`src/rtl/xcfr_pkg.sv`:
```
`timescale 1ns / 1ps
`default_nettype none
// ----------------------------------------------------------------------------
// xcfr_pkg
// Shared constants and types for the xor checked frame receiver.
// ----------------------------------------------------------------------------
package xcfr_pkg;

    // largest body length the buffer holds, id byte included
    localparam int MAX_LEN = 32;
    localparam int ADDR_W  = $clog2(MAX_LEN);
    localparam int LEN_W   = $clog2(MAX_LEN + 1);

    localparam int BYTE_W    = 8;
    localparam int CFG_LEN_W = 6;
    localparam int STATUS_W  = 2;

    // configuration register indexes
    localparam logic REG_START_BYTE = 1'b0;
    localparam logic REG_MAX_LENGTH = 1'b1;

    localparam logic [BYTE_W-1:0]    START_BYTE_RST = 8'd165;
    localparam logic [CFG_LEN_W-1:0] MAX_LENGTH_RST = 6'd32;

    // result status codes
    localparam logic [STATUS_W-1:0] ST_OK         = 2'd0;
    localparam logic [STATUS_W-1:0] ST_MISMATCH   = 2'd1;
    localparam logic [STATUS_W-1:0] ST_LEN_REJECT = 2'd2;

    // one finished frame handed from the parser to the readout sequencer
    typedef struct packed {
        logic [STATUS_W-1:0] status;
        logic [BYTE_W-1:0]   frame_id;
        logic [BYTE_W-1:0]   check;
        logic [LEN_W-1:0]    length;
    } job_t;

    // body buffer write port
    typedef struct packed {
        logic              en;
        logic [ADDR_W-1:0] addr;
        logic [BYTE_W-1:0] data;
    } buf_wr_t;

    // back pressure seen by the parser
    typedef struct packed {
        logic queue_full;
        logic queue_empty;
        logic back_busy;
    } flow_t;

endpackage : xcfr_pkg
`default_nettype wire

```
`src/rtl/xcfr_front.sv`:
```
`timescale 1ns / 1ps
`default_nettype none
// ----------------------------------------------------------------------------
// xcfr_front
// Byte parser: hunts for the start byte, checks the length, stores the body,
// accumulates the xor and queues one request per finished frame.
// ----------------------------------------------------------------------------
module xcfr_front
    import xcfr_pkg::*;
(
    input  wire logic              clk,
    input  wire logic              rst_n,
    input  wire logic              cfg_we,
    input  wire logic              cfg_index,
    input  wire logic [BYTE_W-1:0] cfg_data,
    input  wire logic              in_valid,
    output logic                   in_stall,
    input  wire logic [BYTE_W-1:0] rx_byte,
    input  wire flow_t             flow,
    output logic                   push,
    output job_t                   push_job,
    output buf_wr_t                buf_wr
);

    localparam logic [1:0] PH_HUNT  = 2'd0;
    localparam logic [1:0] PH_LEN   = 2'd1;
    localparam logic [1:0] PH_BODY  = 2'd2;
    localparam logic [1:0] PH_CHECK = 2'd3;

    logic [BYTE_W-1:0]    start_byte_reg;
    logic [CFG_LEN_W-1:0] max_length_reg;
    logic [1:0]           phase_reg, phase_next;
    logic [LEN_W-1:0]     frame_length_reg, frame_length_next;
    logic [LEN_W-1:0]     byte_count_reg, byte_count_next;
    logic [BYTE_W-1:0]    running_xor_reg, running_xor_next;
    logic [BYTE_W-1:0]    frame_id_reg, frame_id_next;

    logic                 accept;
    logic [BYTE_W-1:0]    limit;
    logic                 len_bad;
    logic [LEN_W-1:0]     count_inc;

    always_ff @(posedge clk or negedge rst_n)
    begin
        if (!rst_n)
        begin
            start_byte_reg <= START_BYTE_RST;
            max_length_reg <= MAX_LENGTH_RST;
        end
        else if (cfg_we)
        begin
            case (cfg_index)
                REG_START_BYTE: start_byte_reg <= cfg_data;
                REG_MAX_LENGTH: max_length_reg <= cfg_data[CFG_LEN_W-1:0];
                default:        start_byte_reg <= start_byte_reg;
            endcase
        end
    end

    // body bytes wait until the previous frame has been read out of the buffer
    always_comb
    begin
        in_stall = 1'b0;
        case (phase_reg)
            PH_BODY:  in_stall = flow.back_busy || !flow.queue_empty;
            PH_LEN:   in_stall = flow.queue_full;
            PH_CHECK: in_stall = flow.queue_full;
            default:  in_stall = 1'b0;
        endcase
    end

    assign accept = in_valid && !in_stall;

    always_comb
    begin
        if (max_length_reg > CFG_LEN_W'(MAX_LEN))
            limit = BYTE_W'(MAX_LEN);
        else
            limit = BYTE_W'(max_length_reg);
    end

    assign len_bad   = (rx_byte == '0) || (rx_byte > limit);
    assign count_inc = byte_count_reg + LEN_W'(1);

    always_comb
    begin
        phase_next        = phase_reg;
        frame_length_next = frame_length_reg;
        byte_count_next   = byte_count_reg;
        running_xor_next  = running_xor_reg;
        frame_id_next     = frame_id_reg;
        push              = 1'b0;
        push_job          = '0;
        buf_wr.en         = 1'b0;
        buf_wr.addr       = byte_count_reg[ADDR_W-1:0];
        buf_wr.data       = rx_byte;
        if (accept)
        begin
            case (phase_reg)
                PH_HUNT:
                begin
                    if (rx_byte == start_byte_reg)
                        phase_next = PH_LEN;
                end
                PH_LEN:
                begin
                    if (len_bad)
                    begin
                        push            = 1'b1;
                        push_job.status = ST_LEN_REJECT;
                        phase_next      = PH_HUNT;
                    end
                    else
                    begin
                        frame_length_next = rx_byte[LEN_W-1:0];
                        byte_count_next   = '0;
                        running_xor_next  = '0;
                        phase_next        = PH_BODY;
                    end
                end
                PH_BODY:
                begin
                    buf_wr.en        = 1'b1;
                    running_xor_next = running_xor_reg ^ rx_byte;
                    byte_count_next  = count_inc;
                    if (byte_count_reg == '0)
                        frame_id_next = rx_byte;
                    if (count_inc >= frame_length_reg)
                        phase_next = PH_CHECK;
                end
                default:
                begin
                    push           = 1'b1;
                    push_job.check = running_xor_reg;
                    phase_next     = PH_HUNT;
                    if (rx_byte != running_xor_reg)
                        push_job.status = ST_MISMATCH;
                    else
                    begin
                        push_job.status   = ST_OK;
                        push_job.frame_id = frame_id_reg;
                        push_job.length   = frame_length_reg;
                    end
                end
            endcase
        end
    end

    always_ff @(posedge clk or negedge rst_n)
    begin
        if (!rst_n)
        begin
            phase_reg        <= PH_HUNT;
            frame_length_reg <= '0;
            byte_count_reg   <= '0;
            running_xor_reg  <= '0;
        end
        else
        begin
            phase_reg        <= phase_next;
            frame_length_reg <= frame_length_next;
            byte_count_reg   <= byte_count_next;
            running_xor_reg  <= running_xor_next;
        end
    end

    always_ff @(posedge clk)
    begin
        frame_id_reg <= frame_id_next;
    end

endmodule : xcfr_front
`default_nettype wire

```
`src/rtl/xcfr_queue.sv`:
```
`timescale 1ns / 1ps
`default_nettype none
// ----------------------------------------------------------------------------
// xcfr_queue
// Two entry queue of frame requests between parser and readout.
// ----------------------------------------------------------------------------
module xcfr_queue
    import xcfr_pkg::*;
(
    input  wire logic clk,
    input  wire logic rst_n,
    input  wire logic push,
    input  wire job_t push_job,
    input  wire logic pop,
    output job_t      head,
    output logic      full,
    output logic      empty
);

    localparam int DEPTH = 2;

    job_t       entry_reg [DEPTH];
    logic       wr_ptr_reg, wr_ptr_next;
    logic       rd_ptr_reg, rd_ptr_next;
    logic [1:0] count_reg, count_next;
    logic       do_push;
    logic       do_pop;

    assign full    = (count_reg == 2'(DEPTH));
    assign empty   = (count_reg == 2'd0);
    assign head    = entry_reg[rd_ptr_reg];
    assign do_push = push && !full;
    assign do_pop  = pop && !empty;

    always_comb
    begin
        wr_ptr_next = wr_ptr_reg;
        rd_ptr_next = rd_ptr_reg;
        count_next  = count_reg;
        if (do_push)
            wr_ptr_next = ~wr_ptr_reg;
        if (do_pop)
            rd_ptr_next = ~rd_ptr_reg;
        if (do_push && !do_pop)
            count_next = count_reg + 2'd1;
        else if (do_pop && !do_push)
            count_next = count_reg - 2'd1;
    end

    always_ff @(posedge clk or negedge rst_n)
    begin
        if (!rst_n)
        begin
            wr_ptr_reg <= 1'b0;
            rd_ptr_reg <= 1'b0;
            count_reg  <= 2'd0;
        end
        else
        begin
            wr_ptr_reg <= wr_ptr_next;
            rd_ptr_reg <= rd_ptr_next;
            count_reg  <= count_next;
        end
    end

    always_ff @(posedge clk)
    begin
        if (do_push)
            entry_reg[wr_ptr_reg] <= push_job;
    end

endmodule : xcfr_queue
`default_nettype wire

```
`src/rtl/xcfr_back.sv`:
```
`timescale 1ns / 1ps
`default_nettype none
// ----------------------------------------------------------------------------
// xcfr_back
// Readout sequencer: owns the body buffer and turns each queued frame
// request into its results, fetching and emitting one payload byte at a time.
// ----------------------------------------------------------------------------
module xcfr_back
    import xcfr_pkg::*;
(
    input  wire logic                clk,
    input  wire logic                rst_n,
    input  wire buf_wr_t             buf_wr,
    input  wire job_t                head,
    input  wire logic                empty,
    output logic                     pop,
    output logic                     busy,
    output logic                     out_valid,
    input  wire logic                out_stall,
    output logic [STATUS_W-1:0]      status,
    output logic [BYTE_W-1:0]        frame_id,
    output logic [BYTE_W-1:0]        payload_byte,
    output logic                     payload_valid,
    output logic [BYTE_W-1:0]        computed_check,
    output logic                     last
);

    localparam logic [1:0] BK_IDLE  = 2'd0;
    localparam logic [1:0] BK_FETCH = 2'd1;
    localparam logic [1:0] BK_EMIT  = 2'd2;

    logic [BYTE_W-1:0]   body_mem [MAX_LEN];
    logic [BYTE_W-1:0]   rdata_reg;

    logic [1:0]          state_reg, state_next;
    logic [ADDR_W-1:0]   idx_reg, idx_next;
    logic [BYTE_W-1:0]   id_reg, id_next;
    logic [BYTE_W-1:0]   check_reg, check_next;
    logic [LEN_W-1:0]    len_reg, len_next;

    logic                out_valid_reg, out_valid_next;
    logic [STATUS_W-1:0] status_reg, status_next;
    logic [BYTE_W-1:0]   frame_id_reg, frame_id_next;
    logic [BYTE_W-1:0]   payload_reg, payload_next;
    logic                pvalid_reg, pvalid_next;
    logic [BYTE_W-1:0]   ocheck_reg, ocheck_next;
    logic                last_reg, last_next;

    logic                out_free;
    logic                single;
    logic                final_idx;

    always_ff @(posedge clk)
    begin
        if (buf_wr.en)
            body_mem[buf_wr.addr] <= buf_wr.data;
        rdata_reg <= body_mem[idx_reg];
    end

    assign out_free  = !out_valid_reg || !out_stall;
    assign single    = (head.status != ST_OK) || (head.length <= LEN_W'(1));
    assign final_idx = ((LEN_W'(idx_reg) + LEN_W'(1)) == len_reg);
    assign busy      = (state_reg != BK_IDLE);

    always_comb
    begin
        state_next     = state_reg;
        idx_next       = idx_reg;
        id_next        = id_reg;
        check_next     = check_reg;
        len_next       = len_reg;
        out_valid_next = out_valid_reg;
        status_next    = status_reg;
        frame_id_next  = frame_id_reg;
        payload_next   = payload_reg;
        pvalid_next    = pvalid_reg;
        ocheck_next    = ocheck_reg;
        last_next      = last_reg;
        pop            = 1'b0;
        if (out_valid_reg && !out_stall)
            out_valid_next = 1'b0;
        case (state_reg)
            BK_IDLE:
            begin
                if (!empty)
                begin
                    if (single)
                    begin
                        if (out_free)
                        begin
                            pop            = 1'b1;
                            out_valid_next = 1'b1;
                            status_next    = head.status;
                            frame_id_next  = head.frame_id;
                            payload_next   = '0;
                            pvalid_next    = 1'b0;
                            ocheck_next    = head.check;
                            last_next      = 1'b1;
                        end
                    end
                    else
                    begin
                        pop        = 1'b1;
                        id_next    = head.frame_id;
                        check_next = head.check;
                        len_next   = head.length;
                        idx_next   = ADDR_W'(1);
                        state_next = BK_FETCH;
                    end
                end
            end
            BK_FETCH:
            begin
                state_next = BK_EMIT;
            end
            BK_EMIT:
            begin
                if (out_free)
                begin
                    out_valid_next = 1'b1;
                    status_next    = ST_OK;
                    frame_id_next  = id_reg;
                    payload_next   = rdata_reg;
                    pvalid_next    = 1'b1;
                    ocheck_next    = check_reg;
                    last_next      = final_idx;
                    if (final_idx)
                        state_next = BK_IDLE;
                    else
                    begin
                        idx_next   = idx_reg + ADDR_W'(1);
                        state_next = BK_FETCH;
                    end
                end
            end
            default:
            begin
                state_next = BK_IDLE;
            end
        endcase
    end

    always_ff @(posedge clk or negedge rst_n)
    begin
        if (!rst_n)
        begin
            state_reg     <= BK_IDLE;
            out_valid_reg <= 1'b0;
            idx_reg       <= '0;
        end
        else
        begin
            state_reg     <= state_next;
            out_valid_reg <= out_valid_next;
            idx_reg       <= idx_next;
        end
    end

    always_ff @(posedge clk)
    begin
        id_reg       <= id_next;
        check_reg    <= check_next;
        len_reg      <= len_next;
        status_reg   <= status_next;
        frame_id_reg <= frame_id_next;
        payload_reg  <= payload_next;
        pvalid_reg   <= pvalid_next;
        ocheck_reg   <= ocheck_next;
        last_reg     <= last_next;
    end

    assign out_valid      = out_valid_reg;
    assign status         = status_reg;
    assign frame_id       = frame_id_reg;
    assign payload_byte   = payload_reg;
    assign payload_valid  = pvalid_reg;
    assign computed_check = ocheck_reg;
    assign last           = last_reg;

endmodule : xcfr_back
`default_nettype wire

```
`src/rtl/xor_checked_frame_receiver_top.sv`:
```
`timescale 1ns / 1ps
`default_nettype none
// single results (reject, mismatch, id-only) go from the closing byte through the
// request queue to the output registers; payload results also wait on a buffer read
// throughput: one byte per cycle for header and check bytes while the queue is not
// full; each payload result waits for its own registered read of the body buffer
// body bytes of the next frame stall until the previous frame is read out
// reset: control and config return to defaults at once; the body buffer is not cleared
// ----------------------------------------------------------------------------
// xor_checked_frame_receiver_top
// Deframer for start / length / body / xor check byte frames.
// ----------------------------------------------------------------------------
module xor_checked_frame_receiver_top
    import xcfr_pkg::*;
(
    input  wire logic                clk,
    input  wire logic                rst_n,
    input  wire logic                cfg_we,
    input  wire logic                cfg_index,
    input  wire logic [BYTE_W-1:0]   cfg_data,
    input  wire logic                in_valid,
    output logic                     in_stall,
    input  wire logic [BYTE_W-1:0]   rx_byte,
    output logic                     out_valid,
    input  wire logic                out_stall,
    output logic [STATUS_W-1:0]      status,
    output logic [BYTE_W-1:0]        frame_id,
    output logic [BYTE_W-1:0]        payload_byte,
    output logic                     payload_valid,
    output logic [BYTE_W-1:0]        computed_check,
    output logic                     last
);

    flow_t   flow;
    logic    push;
    job_t    push_job;
    buf_wr_t buf_wr;
    logic    pop;
    job_t    head;
    logic    q_full;
    logic    q_empty;
    logic    back_busy;

    assign flow.queue_full  = q_full;
    assign flow.queue_empty = q_empty;
    assign flow.back_busy   = back_busy;

    xcfr_front u_front (
        .clk      (clk),
        .rst_n    (rst_n),
        .cfg_we   (cfg_we),
        .cfg_index(cfg_index),
        .cfg_data (cfg_data),
        .in_valid (in_valid),
        .in_stall (in_stall),
        .rx_byte  (rx_byte),
        .flow     (flow),
        .push     (push),
        .push_job (push_job),
        .buf_wr   (buf_wr)
    );

    xcfr_queue u_queue (
        .clk     (clk),
        .rst_n   (rst_n),
        .push    (push),
        .push_job(push_job),
        .pop     (pop),
        .head    (head),
        .full    (q_full),
        .empty   (q_empty)
    );

    xcfr_back u_back (
        .clk           (clk),
        .rst_n         (rst_n),
        .buf_wr        (buf_wr),
        .head          (head),
        .empty         (q_empty),
        .pop           (pop),
        .busy          (back_busy),
        .out_valid     (out_valid),
        .out_stall     (out_stall),
        .status        (status),
        .frame_id      (frame_id),
        .payload_byte  (payload_byte),
        .payload_valid (payload_valid),
        .computed_check(computed_check),
        .last          (last)
    );

endmodule : xor_checked_frame_receiver_top
`default_nettype wire

```
`config.mk`:
```
export PLATFORM = sky130hd
export DESIGN_NAME = xor_checked_frame_receiver_top
export DESIGN_NICKNAME = d
export VERILOG_FILES = /design/src/rtl/xcfr_pkg.sv /design/src/rtl/xcfr_front.sv /design/src/rtl/xcfr_queue.sv /design/src/rtl/xcfr_back.sv /design/src/rtl/xor_checked_frame_receiver_top.sv
export SDC_FILE = /design/constraint.sdc
export NUM_CORES = 1
export LEC_CHECK = 0
export ABC_CLOCK_PERIOD_IN_PS = 7360
export BUFFER_PORTS_ARGS = -buffer_cell sky130_fd_sc_hd__clkbuf_2
export CAP_MARGIN = 20
export CORE_AREA = 5 5 212 214
export DETAILED_ROUTE_END_ITERATION = 16
export DIE_AREA = 0 0 217 219
export SKIP_CTS_REPAIR_TIMING = 1
export SLEW_MARGIN = 40
export SYNTH_ARGS = -nofsm -noshare
export SYNTH_HDL_FRONTEND = slang
export SYNTH_SLANG_ARGS = --single-unit
```
`constraint.sdc`:
```
create_clock -name clk -period 7.36 [get_ports clk]
set_input_delay 1.104 -clock clk [delete_from_list [all_inputs] [get_ports clk]]
set_output_delay 1.104 -clock clk [all_outputs]
set_load 0.03 [all_outputs]
```
After elaboration in Yosys (flattened, before gate mapping)
Memories as Yosys holds them, arrays and structs flattened. A register that Yosys moved wholly into a read port is not among the register bits.
Cells that the tools add are included.
- $add $sub $neg: 5
- $lt $le $gt $ge: 4
- eq/ne operators: 18
- muxes and demuxes: 76
- bitwise gates (word level): 7
- reductions and logical operators: 40
- operator list (kind ; number):
    $mux 8 ; 14
    $pmux 8 s2 ; 4
    $mux 2 ; 13
    $mux 1 ; 25
    $mux 24 ; 1
    $mux 22 ; 1
    $mux 5 ; 4
    $mux 6 ; 3
    $reduce_and 3->1 ; 6
    $pmux 2 s3 ; 2
    $pmux 6 s2 ; 1
    $ne 2x1->1 const B ; 5
    $pmux 1 s2 ; 5
    $pmux 5 s2 ; 1
    $reduce_and 5->1 ; 2
    $reduce_bool 2->1 ; 5
    $eq 2x2->1 const B ; 4
    $eq 8x8->1 ; 1
    $gt 8x6->1 ; 1
    $logic_not 8->1 ; 1
    $ne 2x2->1 const B ; 4
    $ne 8x8->1 ; 1
    $pmux 2 s2 ; 2
    $xor 8x8->8 ; 1
    other kinds (19) ; 43
- flip-flop bits (word level): 106
- memory bits (writable): 304
- input bits: 22
- output and inout port bits: 30
- logic and storage cells: 174
- memories kept: 2
- memories (name ; words ; bits a word ; read ports ; clocked after Yosys merged registers in ; write ports ; RTL line ; RTL):
    u_back.body_mem ; 32 ; 8 ; 1 ; 1 ; 1 ; xcfr_back.sv:32 ; logic [BYTE_W-1:0] body_mem [MAX_LEN];
    u_queue.entry_reg ; 2 ; 24 ; 1 ; 0 ; 1 ; xcfr_queue.sv:22 ; job_t entry_reg [DEPTH];

Longest topological paths before layout
- depth in word-level cells: 12
- depth in mapped cells: 13
- gate-level depth less buffers: 13

Cells and area by module
From an unflattened synthesis, not the netlist that was laid out.
- cells, all modules: 975
- area total of the unflattened synthesis: 17166.5 µm²
- by module, submodules not included (module ; instances ; cells each ; area an instance (µm²) ; seq. area each (µm²)):
    xcfr_back ; 1 ; 603 ; 12414.4 ; 9549.2
    xcfr_front ; 1 ; 278 ; 2721.4 ; 1147.4
    xcfr_queue ; 1 ; 94 ; 2030.7 ; 1541.5

Worst setup path after synthesis
No wires, ideal clock.
- path kind: input to register
- start: input port out_stall
- end: register u_back.ocheck_reg[0], in the netlist u_back.computed_check[0], enable pin
- library setup time: 0.565 ns
- arrival time: 5.705 ns
- data required time: 6.795 ns
- setup slack: 1.090 ns
- cell stages on the path: 3
- path buffers: 0
- path through: nand2_1 -> inv_1 -> a2111oi_0
- longest elaborated chain between the ends: 4
- elaborated cells between the ends (all ways): 5
- those cells by class: 2 x eq/ne; 3 x reduce/logical
- RTL lines (what ; RTL line ; RTL):
    start: declaration ; xor_checked_frame_receiver_top.sv:25 ; input wire logic out_stall,
    $logic_not 1->1 (*) ; xcfr_back.sv:60 ; assign out_free = !out_valid_reg || !out_stall;
    $logic_or 1x1->1 (*) ; xcfr_back.sv:60 ;
    $ne 2x1->1 (no line) ; -- ;
    $reduce_and 5->1 (no line) (*) ; -- ;
    end signal: assignment ; xcfr_back.sv:168 ; ocheck_reg <= ocheck_next;
    end: declaration ; xcfr_back.sv:46 ; logic [BYTE_W-1:0] ocheck_reg, ocheck_next;
Every way passes the cells marked *; elsewhere a longest branch is shown, timed or not.
A chain may end at the register's enable or synchronous reset.

Worst setup path after layout
- start: register u_back.state_reg[1]
- end: memory u_back.body_mem[28][0], enable pin
- longest elaborated chain between the ends: 8
- RTL lines (what ; RTL line ; RTL):
    start: declaration ; xcfr_back.sv:35 ; logic [1:0] state_reg, state_next;
    start signal: assignment ; xcfr_back.sv:153 ; state_reg <= state_next;
    $reduce_bool 2->1 ; xcfr_back.sv:63 ; assign busy = (state_reg != BK_IDLE);
    $logic_or 1x1->1 ; xcfr_front.sv:65 ; PH_BODY: in_stall = flow.back_busy || !flow.queue_empty;
    $pmux 1 s2 ; xcfr_front.sv:64 ; case (phase_reg)
    $logic_not 1->1 ; xcfr_front.sv:72 ; assign accept = in_valid && !in_stall;
    $logic_and 1x1->1 ; xcfr_front.sv:72 ;
    $mux 1 ; xcfr_front.sv:97 ; if (accept)
    $mux 1 ; xcfr_back.sv:55 ; if (buf_wr.en)
    $mux 1 (not written as such) ; xcfr_back.sv:56 ; body_mem[buf_wr.addr] <= buf_wr.data;
    end: declaration ; xcfr_back.sv:32 ;
No other way between the ends.

==> key figures <==
Outcome
  • Status: finished, final reports clean

Final layout
  • Area growth, synth to finish: 14.3%
  • Fillers: 3618
  • Final nets: 1061
  • ANT cells: 0
  • Max FFs per register: 256
  • Share of post-route cells with drive strength above 1: 29.1%

Floorplanning
  • Initial core utilization: 39.4%
  • FP Rows: 76
  • Die ar.: 47500 sq um
  • Ports: 52
  • CORE AREA: 42700 sq um
  • Die Ht: 219 microns
  • Die width: 217 microns

Logic synthesis
  • Synth cell types: 50
  • Synthesis Warnings: 0
  • Syn avg cell area: 17.8 sq um
  • Netlist Area Pre-Place: 16800 sq um
  • Seq cells post-synth: 418
  • Synth Flop Type: edfxtp_1
  • Net Count, Synth: 985
  • Fraction of registers with async set/reset: 11.5%
  • Post-synth EDFFs: 362
  • Mapped Cells: 945
  • Post-synthesis sequential area ratio: 72.8%

STA
  • Worst-margin pin slew: 822 ps
  • Final WS setup: 3890 ps
  • Final Hold Viols: 0
  • Final worst-path cycle share: 47.1%
  • Min Tclk post-route: 3470 ps
  • Final Max Slew Viols: 0
  • Setup TNS: 0 ps
  • Finish-stage setup viols: 0
  • Max_slew headroom: 45.0%
  • RSZ-0062 raised after global routing: no
  • Max Clk Rate: 288 MHz
  • Clk_skew: 18.7 ps

Pwr
  • Leakage dissipation: 6.50 nW
  • Net Sw Power: 2.06 mW
  • Sequential Power Share: 43.4%
  • P_int: 4.92 mW
  • Peak VDD IR: 180 uV
  • P per Cell Area: 363 nW/um^2
  • Clock share of power: 31.2%
  • Sw frac: 29.5%
  • Gate power share: 25.3%

Critical path
  • Worst-path maximum fanout: 19
  • Startpoint Class: register
  • CP max-delay cell: nor2_1
  • Slowest stage delay, CP: 740 ps
  • Crit path kind: reg2reg
  • Worst Path Arrival: 3650 ps
  • Crit path cell chain: or3_1 -> a21oi_1 -> o21ai_1 -> nor3_4 -> nand2_1 -> nor2_1
  • Setup crit end kind: register
  • Required time worst endpoint: 7540 ps

Drt
  • Initial DRT Pass Iterations: 5
  • Drt initial violations: 564
  • Final wirelength: 34700 microns
  • DR DRC count: 0
  • Antenna viol nets, final: 0
  • Post-DR vias/cell: 5.23
  • WL per Instance: 21.6 microns
  • Vias: 8367

Clocking
  • H-tree depth: 2
  • CTS tree: built
  • Max clock buf depth: 3
  • CTS sink count: 418
  • Root Buffer: clkbuf_16
  • Skew-Pair Late Insertion Delay: 560 ps
  • Worst-path clk slew: 60 ps
  • CTS buffer count: 44

Global routing
  • Largest net degree at the start of global routing: 69
  • First-pass GRT wire length: 53300 microns
  • Initial antenna violation count: 1
  • Grt ovf: 0
  • GRT Overall Usage: 14.7%
  • Vias in the first global route: 8544

Placed design
  • GP Congestion: 0.762
  • Post-detail-place hpwl: 20900 microns
  • PortBufs: 51
  • Worst slack at placement: 3420 ps

Run
  • Total of max-cap violations: 0

Min path
  • Hold WC Path Type: reg2reg
==> power by group through the flow <==
| stage | combinational, mW | sequential [mW] | clock [mW] |
|---|---|---|---|
| floorplan | 1.20 | 3.19 | 0 |
| global placement | 1.79 | 3.08 | 0 |
| detailed placement | 1.81 | 3.09 | 0 |
| CTS | 1.81 | 3.04 | 2.24 |
| global route | 1.94 | 3.07 | 2.34 |
| finish | 1.77 | 3.03 | 2.18 |
==> cell usage after synthesis, drive strengths merged, types with 4 or more instances <==
library cell / instances / share of area (%)
a211o: 4 / 0.21
a21o: 4 / 0.18
a21oi: 11 / 0.33
a22o: 5 / 0.26
and2: 27 / 1.0
buf: 19 / 0.70
clkbuf: 18 / 0.40
dfrtp: 43 / 6.4
dfstp: 5 / 0.78
dfxtp: 8 / 0.95
edfxtp: 362 / 65
ha: 18 / 1.3
inv: 20 / 0.45
mux2: 47 / 3.1
mux4: 80 / 11
nand2: 29 / 0.65
nand2b: 5 / 0.19
nand3: 9 / 0.27
nor2: 101 / 2.3
nor2b: 18 / 0.67
nor3: 17 / 0.57
nor4: 8 / 0.30
o21ai: 31 / 0.92
or3: 4 / 0.15
xnor2: 8 / 0.42
xor2: 12 / 0.62
==> critical path, delay by kind of cell (launching register included) <==
kind / cells / cell delay [ps]
simple gates: 4 / 2210
compound gates: 2 / 420
flops: 1 / 450
==> cell usage in the layout (no fill, tap or decap), types with 26 or more instances in the layout <==
master     Yosys  routed
edfxtp_1     362     362
mux4_2        80      80
nor2_1       101      69
clkbuf_2       0      48
clkbuf_16      0      46
mux2_2        45      45
dfrtp_1       43      41
nor2_2         0      32
nand2_1       29      29
and2_1        27      26
==> area by class of cell <==
type                       instances  area, sq um  area share (%)
timing repair buffer              67          385            2.00
sequential                       418        12200            63.7
multi-input combinational        470         4410            22.9
clock buffer                      56         1220            6.34
clock inverter                    24          210            1.09
inverter                          20         75.1           0.390
tap                              546          683            3.55
==> layer usage <==
metal	GRT usage (%)	vias up	share of wire [%]
li1	-	3829	-
met1	20.8	4288	44
met2	23.9	197	48
met3	2.73	53	5.4
met4	3.98	0	2.0
met5	0	-	0
==> final timing paths <==
path / startpoint / end / slack, ps / cells past startpoint
worst max-delay path: u_back.state_reg[1]$_DFFE_PN0P_ / u_back.body_mem[28][0]$_DFFE_PP_ / 3890 / 6
worst min-delay path: u_front.max_length_reg[1]$_DFFE_PN0P_ / u_front.max_length_reg[1]$_DFFE_PN0P_ / 500 / 1
worst max register to register: u_back.state_reg[1]$_DFFE_PN0P_ / u_back.body_mem[28][0]$_DFFE_PP_ / 3890 / 6
worst min register to register: u_front.max_length_reg[1]$_DFFE_PN0P_ / u_front.max_length_reg[1]$_DFFE_PN0P_ / 500 / 1
max in group asynchronous: rst_n / u_back.idx_reg[0]$_DFFE_PN0P_ / 6150 / 2
min in group asynchronous: rst_n / u_back.state_reg[1]$_DFFE_PN0P_ / 680 / 2
==> stage by stage <==
stage          total power, mW  hold WS [ps]  instance area [sq um]  cells  util, %
3_5_place_dp              4.90           496                  17800   1521     41.7
2_1_floorplan             4.39           468                  16800    945        -
4_1_cts                   7.09           511                  19200   1601     45.0
3_3_place_gp              4.88           491                  17700   1521     41.5
6_report                  6.98           504                  19200   1601     45.0
5_1_grt                   7.34           531                  19200   1601     45.0
==> kinds of logic after synthesis <==
logic type	synth area share, %
muxes	14.0
adders and majority gates	1.34
xor gates and xnor gates	1.04
AOI/OAI and AO/OA	2.33
and+or+nand+nor	6.99
DFF	72.8
buffers and inverters	1.55
(Power assumes the default switching activity.)
